## config.mk

```make
export PLATFORM = sky130hd
export DESIGN_NAME = julia_escape_time_pixel_top_flat
export DESIGN_NICKNAME = d
export VERILOG_FILES = /design/src/design/jetp_pkg.sv /design/src/design/jetp_in_if.sv /design/src/design/jetp_out_if.sv /design/src/design/jetp_cfg_regs.sv /design/src/design/jetp_mul.sv /design/src/design/jetp_core.sv /design/src/design/julia_escape_time_pixel_top.sv /design/src/flat_wrapper.sv
export SDC_FILE = /design/constraint.sdc
export NUM_CORES = 2
export LEC_CHECK = 0
export BUFFER_PORTS_ARGS = -buffer_cell sky130_fd_sc_hd__buf_2
export CORE_UTILIZATION = 50
export DETAILED_ROUTE_END_ITERATION = 6
export PLACE_DENSITY = 0.72
export RECOVER_POWER = 25
export SETUP_SLACK_MARGIN = 0.1
export SLEW_MARGIN = 30
export SYNTH_ARGS = -nofsm -noshare
export SYNTH_HDL_FRONTEND = slang
export SYNTH_SLANG_ARGS = --single-unit
```

## constraint.sdc

```tcl
create_clock -name clk -period 31.7 [get_ports clk]
set_clock_uncertainty 0.15 [all_clocks]
set_input_delay 6.34 -clock clk [delete_from_list [all_inputs] [get_ports clk]]
set_output_delay 6.34 -clock clk [all_outputs]
set_load 0.1 [all_outputs]
```

## src/design/jetp_pkg.sv

```systemverilog
// Shared types and constants for the Julia escape-time pixel block.
// Used by the register file, the core and the top level; depends on nothing.
package jetp_pkg;

	localparam int unsigned CFG_IDX_W  = 3;
	localparam int unsigned CFG_DATA_W = 32;

	localparam logic [CFG_IDX_W-1:0] CFG_HALF_WIDTH  = 3'd0;
	localparam logic [CFG_IDX_W-1:0] CFG_PIXEL_STEP  = 3'd1;
	localparam logic [CFG_IDX_W-1:0] CFG_ATTRACT_THR = 3'd2;
	localparam logic [CFG_IDX_W-1:0] CFG_MAX_COLOR   = 3'd3;
	localparam logic [CFG_IDX_W-1:0] CFG_C_REAL      = 3'd4;
	localparam logic [CFG_IDX_W-1:0] CFG_C_IMAG      = 3'd5;

	localparam logic [30:0]        RST_HALF_WIDTH  = 31'd33554432;
	localparam logic [30:0]        RST_PIXEL_STEP  = 31'd140102;
	localparam logic [30:0]        RST_ATTRACT_THR = 31'd1678;
	localparam logic [15:0]        RST_MAX_COLOR   = 16'd15;
	localparam logic signed [31:0] RST_C_REAL      = -32'sd2046820;
	localparam logic signed [31:0] RST_C_IMAG      = 32'sd12499026;

	// Escape radius squared, 100 in Q16.48.
	localparam logic [63:0] ESCAPE_MAG = 64'd100 << 48;

	typedef struct packed {
		logic [30:0]        half_width;
		logic [30:0]        pixel_step;
		logic [30:0]        attract_threshold;
		logic [15:0]        max_color;
		logic signed [31:0] c_real;
		logic signed [31:0] c_imag;
	} cfg_t;

	function automatic logic signed [31:0] sat32(input logic signed [63:0] v);
		logic signed [31:0] r;
		if (v > 64'sd2147483647) begin
			r = 32'sh7FFFFFFF;
		end else if (v < -64'sd2147483648) begin
			r = 32'sh80000000;
		end else begin
			r = v[31:0];
		end
		return r;
	endfunction

endpackage

```

## src/design/jetp_in_if.sv

```systemverilog
// Input channel carrying one pixel coordinate pair per transaction.
// Depends on nothing.
interface jetp_in_if;
	logic       valid;
	logic       ready;
	logic [9:0] col;
	logic [9:0] row;

	modport source (output valid, output col, output row, input ready);
	modport sink (input valid, input col, input row, output ready);
endinterface

```

## src/design/jetp_out_if.sv

```systemverilog
// Output channel carrying one pixel to draw and its colour per transaction.
// Depends on nothing.
interface jetp_out_if;
	logic        valid;
	logic        ready;
	logic [9:0]  out_col;
	logic [9:0]  out_row;
	logic [15:0] color;

	modport source (output valid, output out_col, output out_row, output color, input ready);
	modport sink (input valid, input out_col, input out_row, input color, output ready);
endinterface

```

## src/design/jetp_cfg_regs.sv

```systemverilog
// Configuration register file for the Julia escape-time pixel block.
// Depends on jetp_pkg.
module jetp_cfg_regs (
	input  logic                              clk,
	input  logic                              arst_n,
	input  logic                              cfg_we,
	input  logic [jetp_pkg::CFG_IDX_W-1:0]    cfg_index,
	input  logic [jetp_pkg::CFG_DATA_W-1:0]   cfg_wdata,
	output jetp_pkg::cfg_t                    cfg
);

	jetp_pkg::cfg_t cfg_q;

	always_ff @(posedge clk or negedge arst_n) begin
		if (!arst_n) begin
			cfg_q.half_width        <= jetp_pkg::RST_HALF_WIDTH;
			cfg_q.pixel_step        <= jetp_pkg::RST_PIXEL_STEP;
			cfg_q.attract_threshold <= jetp_pkg::RST_ATTRACT_THR;
			cfg_q.max_color         <= jetp_pkg::RST_MAX_COLOR;
			cfg_q.c_real            <= jetp_pkg::RST_C_REAL;
			cfg_q.c_imag            <= jetp_pkg::RST_C_IMAG;
		end else if (cfg_we) begin
			unique case (cfg_index)
				jetp_pkg::CFG_HALF_WIDTH:  cfg_q.half_width        <= cfg_wdata[30:0];
				jetp_pkg::CFG_PIXEL_STEP:  cfg_q.pixel_step        <= cfg_wdata[30:0];
				jetp_pkg::CFG_ATTRACT_THR: cfg_q.attract_threshold <= cfg_wdata[30:0];
				jetp_pkg::CFG_MAX_COLOR:   cfg_q.max_color         <= cfg_wdata[15:0];
				jetp_pkg::CFG_C_REAL:      cfg_q.c_real            <= $signed(cfg_wdata);
				jetp_pkg::CFG_C_IMAG:      cfg_q.c_imag            <= $signed(cfg_wdata);
				default: begin
				end
			endcase
		end
	end

	assign cfg = cfg_q;

endmodule

```

## src/design/jetp_mul.sv

```systemverilog
// Shared signed 32 x 32 multiplier with a registered 64-bit product.
// Depends on nothing.
module jetp_mul (
	input  logic               clk,
	input  logic signed [31:0] a,
	input  logic signed [31:0] b,
	output logic signed [63:0] p
);

	logic signed [63:0] p_q;

	always_ff @(posedge clk) begin
		p_q <= a * b;
	end

	assign p = p_q;

endmodule

```

## src/design/jetp_core.sv

```systemverilog
// Sequencer and datapath for the escape-time iteration around the shared multiplier.
// Depends on jetp_pkg, jetp_mul, jetp_in_if and jetp_out_if.
module jetp_core #(
	parameter int SCREEN_SIZE = 1024
) (
	input  logic           clk,
	input  logic           arst_n,
	input  jetp_pkg::cfg_t cfg,
	jetp_in_if.sink        pix_in,
	jetp_out_if.source     pix_out
);

	typedef enum logic [3:0] {
		S_IDLE, S_X0, S_Y0, S_Y0W, S_XX, S_YY, S_XY, S_UPD, S_EMIT
	} state_t;

	state_t             state_q;
	logic [9:0]         col_q;
	logic [9:0]         row_q;
	logic signed [31:0] x_q;
	logic signed [31:0] y_q;
	logic signed [63:0] xx_q;
	logic signed [63:0] diff_q;
	logic [16:0]        count_q;
	logic               first_q;
	logic               out_valid_q;
	logic [9:0]         out_col_q;
	logic [9:0]         out_row_q;
	logic [15:0]        color_q;

	logic signed [31:0] mul_a;
	logic signed [31:0] mul_b;
	logic signed [63:0] prod;
	logic signed [63:0] hw_ext;
	logic [63:0]        mag;
	logic [63:0]        attract;
	logic [16:0]        limit;
	logic               off_screen;
	logic signed [31:0] nx;
	logic signed [31:0] ny;

	jetp_mul u_mul (
		.clk (clk),
		.a   (mul_a),
		.b   (mul_b),
		.p   (prod)
	);

	always_comb begin
		unique case (state_q)
			S_X0: begin
				mul_a = $signed({1'b0, cfg.pixel_step});
				mul_b = $signed({22'b0, col_q});
			end
			S_Y0: begin
				mul_a = $signed({1'b0, cfg.pixel_step});
				mul_b = $signed({22'b0, row_q});
			end
			S_YY: begin
				mul_a = y_q;
				mul_b = y_q;
			end
			S_XY: begin
				mul_a = x_q;
				mul_b = y_q;
			end
			default: begin
				mul_a = x_q;
				mul_b = x_q;
			end
		endcase
	end

	assign hw_ext     = $signed({33'b0, cfg.half_width});
	// Both terms are squares and so non-negative; their sum fits 64 unsigned bits.
	assign mag        = $unsigned(xx_q) + $unsigned(prod);
	assign attract    = {9'b0, cfg.attract_threshold, 24'b0};
	assign limit      = {cfg.max_color, 1'b0};
	assign off_screen = (32'(pix_in.col) >= 32'(SCREEN_SIZE))
		|| (32'(pix_in.row) >= 32'(SCREEN_SIZE));
	// An arithmetic shift floors, so 2xy / 2^24 is the product shifted by 23.
	assign nx = jetp_pkg::sat32((diff_q >>> 24) + 64'(cfg.c_real));
	assign ny = jetp_pkg::sat32((prod >>> 23) + 64'(cfg.c_imag));

	assign pix_in.ready    = (state_q == S_IDLE);
	assign pix_out.valid   = out_valid_q;
	assign pix_out.out_col = out_col_q;
	assign pix_out.out_row = out_row_q;
	assign pix_out.color   = color_q;

	always_ff @(posedge clk or negedge arst_n) begin
		if (!arst_n) begin
			state_q     <= S_IDLE;
			out_valid_q <= 1'b0;
			first_q     <= 1'b1;
			count_q     <= '0;
		end else begin
			if (state_q == S_EMIT && (!out_valid_q || pix_out.ready)) begin
				out_valid_q <= 1'b1;
			end else if (pix_out.ready) begin
				out_valid_q <= 1'b0;
			end
			unique case (state_q)
				S_IDLE: begin
					if (pix_in.valid) begin
						col_q <= pix_in.col;
						row_q <= pix_in.row;
						if (!off_screen) begin
							state_q <= S_X0;
						end
					end
				end
				S_X0: begin
					state_q <= S_Y0;
				end
				S_Y0: begin
					x_q     <= jetp_pkg::sat32(prod - hw_ext);
					state_q <= S_Y0W;
				end
				S_Y0W: begin
					y_q     <= jetp_pkg::sat32(hw_ext - prod);
					first_q <= 1'b1;
					count_q <= '0;
					state_q <= S_XX;
				end
				S_XX: begin
					state_q <= S_YY;
				end
				S_YY: begin
					xx_q    <= prod;
					state_q <= S_XY;
				end
				S_XY: begin
					// The squares of the current point are also its magnitude test, except for the start point.
					diff_q <= xx_q - prod;
					if (first_q) begin
						state_q <= S_UPD;
					end else if (mag < attract) begin
						state_q <= S_IDLE;
					end else if (mag >= jetp_pkg::ESCAPE_MAG || count_q >= limit) begin
						state_q <= S_EMIT;
					end else begin
						count_q <= count_q + 17'd1;
						state_q <= S_UPD;
					end
				end
				S_UPD: begin
					x_q     <= nx;
					y_q     <= ny;
					first_q <= 1'b0;
					state_q <= S_XX;
				end
				S_EMIT: begin
					if (!out_valid_q || pix_out.ready) begin
						out_col_q   <= col_q;
						out_row_q   <= row_q;
						color_q     <= count_q[16:1];
						state_q     <= S_IDLE;
					end
				end
				default: begin
					state_q <= S_IDLE;
				end
			endcase
		end
	end

endmodule

```

## src/design/julia_escape_time_pixel_top.sv

```systemverilog
// Julia-set escape-time pixel classifier. One pixel (col, row) is taken per
// transaction and mapped to a start point in Q8.24; z is iterated as z*z + c on
// a single shared 32 x 32 multiplier. Each iteration runs three multiplies
// (x*x, y*y, x*y) and an update, with the magnitude test folded into the
// multiply of x*y. A pixel that escapes or reaches the iteration limit gives its
// result through the emit step; an attracted pixel skips that step and gives
// nothing, and an off-screen pixel is dropped in its accepting cycle. The input
// is not ready while a pixel is being iterated; a result waits in an output
// register, so the next pixel can be taken while the previous result is pending.
// Depends on jetp_pkg, jetp_in_if, jetp_out_if, jetp_cfg_regs and jetp_core.
module julia_escape_time_pixel_top #(
	parameter int SCREEN_SIZE = 1024
) (
	input  logic                            clk,
	input  logic                            arst_n,
	jetp_in_if.sink                         pix_in,
	jetp_out_if.source                      pix_out,
	input  logic                            cfg_we,
	input  logic [jetp_pkg::CFG_IDX_W-1:0]  cfg_index,
	input  logic [jetp_pkg::CFG_DATA_W-1:0] cfg_wdata
);

	jetp_pkg::cfg_t cfg;

	jetp_cfg_regs u_cfg (
		.clk       (clk),
		.arst_n    (arst_n),
		.cfg_we    (cfg_we),
		.cfg_index (cfg_index),
		.cfg_wdata (cfg_wdata),
		.cfg       (cfg)
	);

	jetp_core #(
		.SCREEN_SIZE (SCREEN_SIZE)
	) u_core (
		.clk     (clk),
		.arst_n  (arst_n),
		.cfg     (cfg),
		.pix_in  (pix_in),
		.pix_out (pix_out)
	);

endmodule

```

## src/flat_wrapper.sv

```systemverilog
// flat-port wrapper written by rule: the top's interface ports become plain ports
module julia_escape_time_pixel_top_flat 
#(
	parameter int SCREEN_SIZE = 1024
)
  (clk, arst_n, cfg_we, cfg_index, cfg_wdata, pix_in_valid, pix_in_col, pix_in_row, pix_in_ready, pix_out_valid, pix_out_out_col, pix_out_out_row, pix_out_color, pix_out_ready);
  jetp_in_if pix_in_i ();
  jetp_out_if pix_out_i ();
  input  logic clk;
  input  logic arst_n;
  input  logic cfg_we;
  input  logic [jetp_pkg::CFG_IDX_W-1:0] cfg_index;
  input  logic [jetp_pkg::CFG_DATA_W-1:0] cfg_wdata;
  input wire logic [$bits(pix_in_i.valid)-1:0] pix_in_valid;
  input wire logic [$bits(pix_in_i.col)-1:0] pix_in_col;
  input wire logic [$bits(pix_in_i.row)-1:0] pix_in_row;
  output wire logic [$bits(pix_in_i.ready)-1:0] pix_in_ready;
  output wire logic [$bits(pix_out_i.valid)-1:0] pix_out_valid;
  output wire logic [$bits(pix_out_i.out_col)-1:0] pix_out_out_col;
  output wire logic [$bits(pix_out_i.out_row)-1:0] pix_out_out_row;
  output wire logic [$bits(pix_out_i.color)-1:0] pix_out_color;
  input wire logic [$bits(pix_out_i.ready)-1:0] pix_out_ready;
  assign pix_in_i.valid = pix_in_valid;
  assign pix_in_i.col = pix_in_col;
  assign pix_in_i.row = pix_in_row;
  assign pix_in_ready = pix_in_i.ready;
  assign pix_out_valid = pix_out_i.valid;
  assign pix_out_out_col = pix_out_i.out_col;
  assign pix_out_out_row = pix_out_i.out_row;
  assign pix_out_color = pix_out_i.color;
  assign pix_out_i.ready = pix_out_ready;
  julia_escape_time_pixel_top #(.SCREEN_SIZE(SCREEN_SIZE)) u_core (.clk(clk), .arst_n(arst_n), .pix_in(pix_in_i), .pix_out(pix_out_i), .cfg_we(cfg_we), .cfg_index(cfg_index), .cfg_wdata(cfg_wdata));
endmodule
```

==> results by group <==
Synthesis
  – Commonest cells in the netlist: inv_1 (1,292), fa_1 (1,087), nor2_1 (874), nand2_1 (743), ha_1 (500)
  – Register bit total from synthesis: 484
  – Area leader, netlist: fa_1
  – Seq/Total Area, Yosys: 0.184
  – Top-area cell type share of the netlist area: 0.309
  – Cell Area, Synth: 70,400 sq um
  – Async SR Flop Fraction: 0.405
  – Syn Area/Cell: 9.06 sq um
  – EDFF count, synth: 224
  – Top cells by area, synth: fa_1 (31%), edfxtp_1 (9.6%), ha_1 (8.9%)
  – Mapped Nets: 9,423
  – Synth cell types: 106
  – Top-count cell post-synth: inv_1
  – Yosys warning count: 0
  – Commonest register cell after synthesis: edfxtp_1
  – Syn Inst Count: 7,776

Run status
  – Outcome: complete, but fails checks
  – Failing checks: DRC, capacitance limit, slew limit

Min path
  – HP Class: flop to flop
  – Worst hold start: u_core.u_core.col_q[1]
  – Worst hold path depth: 0
  – Worst hold path endpoint: u_core.u_core.pix_out.out_col[1]

Die
  – Std-Cell Rows: 137
  – Die Wd: 377 um
  – # IOs: 98
  – Die Y: 377 um
  – Initial Util: 0.504
  – Die ar.: 142,000 sq um
  – Core area: 140,000 sq um

Routing
  – DR WL met3: 27.1 mm
  – Antenna Nets Post-Route: 0
  – Met1 Wirelength: 104 mm
  – Met2 wire length: 110 mm
  – First-pass iteration count of the detailed router: 7
  – Initial drt markers: 6,578
  – Residual DRC count: 52
  – Vias: 59,100
  – Max layer used: met5
  – DR WL/cell: 26.3 um
  – Via/cell ratio: 6.09
  – DRT Wirelength: 255 mm

GRT
  – Initial antenna violation count: 17
  – Largest net degree at the start of global routing: 64
  – Total track usage: 0.362
  – Vias in the first global route: 59,100
  – First-pass GRT wire length: 381 mm
  – Global route total overflow: 0

Worst setup path
  – Critical path endpoint category: flop
  – Critical path launch point type: flop
  – Arrival @ worst endpoint: 17,700 ps
  – Worst setup path startpoint: u_core.u_core.state_q[1]
  – R2R cell count: 35
  – Crit path required time: 32,100 ps
  – Max stage delay on crit path: 2650 ps
  – Reg-to-Reg Start: u_core.u_core.state_q[1]
  – Setup CP Type: flop to flop
  – Worst-path fanout max: 63
  – R2R Path End: u_core.u_core.u_mul.p[60]
  – Flop2flop setup slack: 14,400 ps
  – Most used cell, CP: fa_1
  – Slowest-stage cell, CP: clkbuf_1

Finish
  – Layout cells sized above 1: 0.0809
  – Area Overhead vs Synth: 7.50%
  – Net count, final: 9,404
  – Final instance area: 75,700 sq um

CTS
  – Skew-Pair Late Insertion Delay: 730 ps
  – Reg clk slew, reported paths: 70 ps
  – H-tree Lvls: 2
  – Hold_buf cts: 0
  – Clock tree buffer depth: 3
  – Total CTS buffers: 61
  – CTS sink cnt: 484
  – # resized after CTS: 0
  – Postcts setup bufs: 0
  – CTS root buf: clkbuf_16
  – TritonCTS clock tree: yes

Run
  – Max_cap viols: 6

Place
  – RePlAce Congestion: 1.01
  – Detailed Place HPWL: 199 mm
  – Buffers on Ports: 97
  – Dpl cell area: 73,600 sq um

Timing
  – Max Clk Rate: 0.0578 GHz
  – Tcrit/Tclk final: 0.546
  – Hold violation count in the final report: 0
  – Slew @ Worst Pin: 3760 ps
  – Hold slack: 312 ps
  – RSZ-0062 raised after global routing: no
  – Pins over their slew limit: 257
  – Setup TNS: 0 ps
  – Slew Limit Headroom: -1.50
  – Tmin final: 17,300 ps
  – Final Setup Violations: 0
-- layout make-up --
type	instances	area, sq um
Timing Repair Buffer	260	1590
Inverter	1300	4880
Tap cell	1876	2350
Multi-Input combinational cell	5650	51700
Antenna cell	13	32.5
Fill cell	12600	64000
Clock inverter	34	444
Sequential cell	484	13000
Clock buffer	82	1780
-- how the worst max path moves through the flow --
| stage | endpoint | slack [ps] | depth (start not counted) |
|---|---|---|---|
| 3_5_place_dp | u_core.u_core.u_mul.p[60] | 18960 | 35 |
| 6_report | u_core.u_core.u_mul.p[60] | 14400 | 35 |
| 5_1_grt | u_core.u_core.u_mul.p[60] | 13550 | 35 |
| 3_3_place_gp | u_core.u_core.u_mul.p[60] | 19190 | 35 |
| 2_1_floorplan | u_core.u_core.u_mul.p[60] | 21190 | 35 |
| 4_1_cts | u_core.u_core.u_mul.p[60] | 18840 | 35 |
-- registers in the layout, summed over array words and instances (netlist names) --
name and flops:
u_core.u_cfg.cfg 173, u_core.u_core.col_q 10, u_core.u_core.count_q 17, u_core.u_core.diff_q 40, u_core.u_core.first_q 1, u_core.u_core.pix_out.color 16
u_core.u_core.pix_out.out_col 10, u_core.u_core.pix_out.out_row 10, u_core.u_core.pix_out.valid 1, u_core.u_core.row_q 10, u_core.u_core.state_q 4, u_core.u_core.u_mul.p 64
u_core.u_core.x_q 32, u_core.u_core.xx_q 64, u_core.u_core.y_q 32
-- critical path: cells and delay by family, from the launching register on --
family                   cells  cell delay (ps)
flip-flops                   1              500
adder cells (fa/ha/maj)      9             4280
AND/OR/NAND/NOR              8             2230
AO/OA/AOI/OAI               11             4820
buffers and inverters        7             5120
-- per-stage QoR --
stage                     instances  setup slack [ps]  utilization
final                          9699             14400        0.542
after floorplan                7776             21190            -
after global placement         9565             19190        0.527
after detailed placement       9566             18960        0.527
after CTS                      9682             18840        0.543
after global routing           9686             13550        0.542
-- layer usage --
layer | up-vias | track usage
li1 | 25400 | -
met1 | 29700 | 0.498
met2 | 3325 | 0.539
met3 | 692 | 0.0824
met4 | 10 | 0.174
met5 | - | 0
-- cells by family (layout without fill, tap and decap cells) --
family / count (synthesis) / count (layout) / share of synthesized area
buffers and inverters: 1642 / 1676 / 0.0886
other: 0 / 13 / 0
and+or+nand+nor: 2244 / 2244 / 0.142
adders and majority gates: 1587 / 1587 / 0.398
xor gates and xnor gates: 285 / 285 / 0.0355
AOI/OAI and AO/OA: 1407 / 1407 / 0.131
DFF: 484 / 484 / 0.184
muxes: 127 / 127 / 0.0201
-- cell usage in the layout (no fill, tap or decap), drive strengths merged, types with 46 or more instances in the layout --
master,n
inv,1302
fa,1087
nor2,874
nand2,743
ha,500
a21oi,468
o21ai,254
xnor2,228
edfxtp,224
buf,220
dfrtp,146
a21o,137
clkbuf,122
mux2,114
nand3,87
nor3,85
nand4,68
nand2b,67
and3,67
dfxtp,64
nor2b,61
o21bai,57
xor2,57
nor4,53
dfstp,50
a221oi,48
a31oi,46
Power is left out: the tool's default activity adds up to more than one toggle a clock period on the data nets, which glitch-free logic cannot reach.
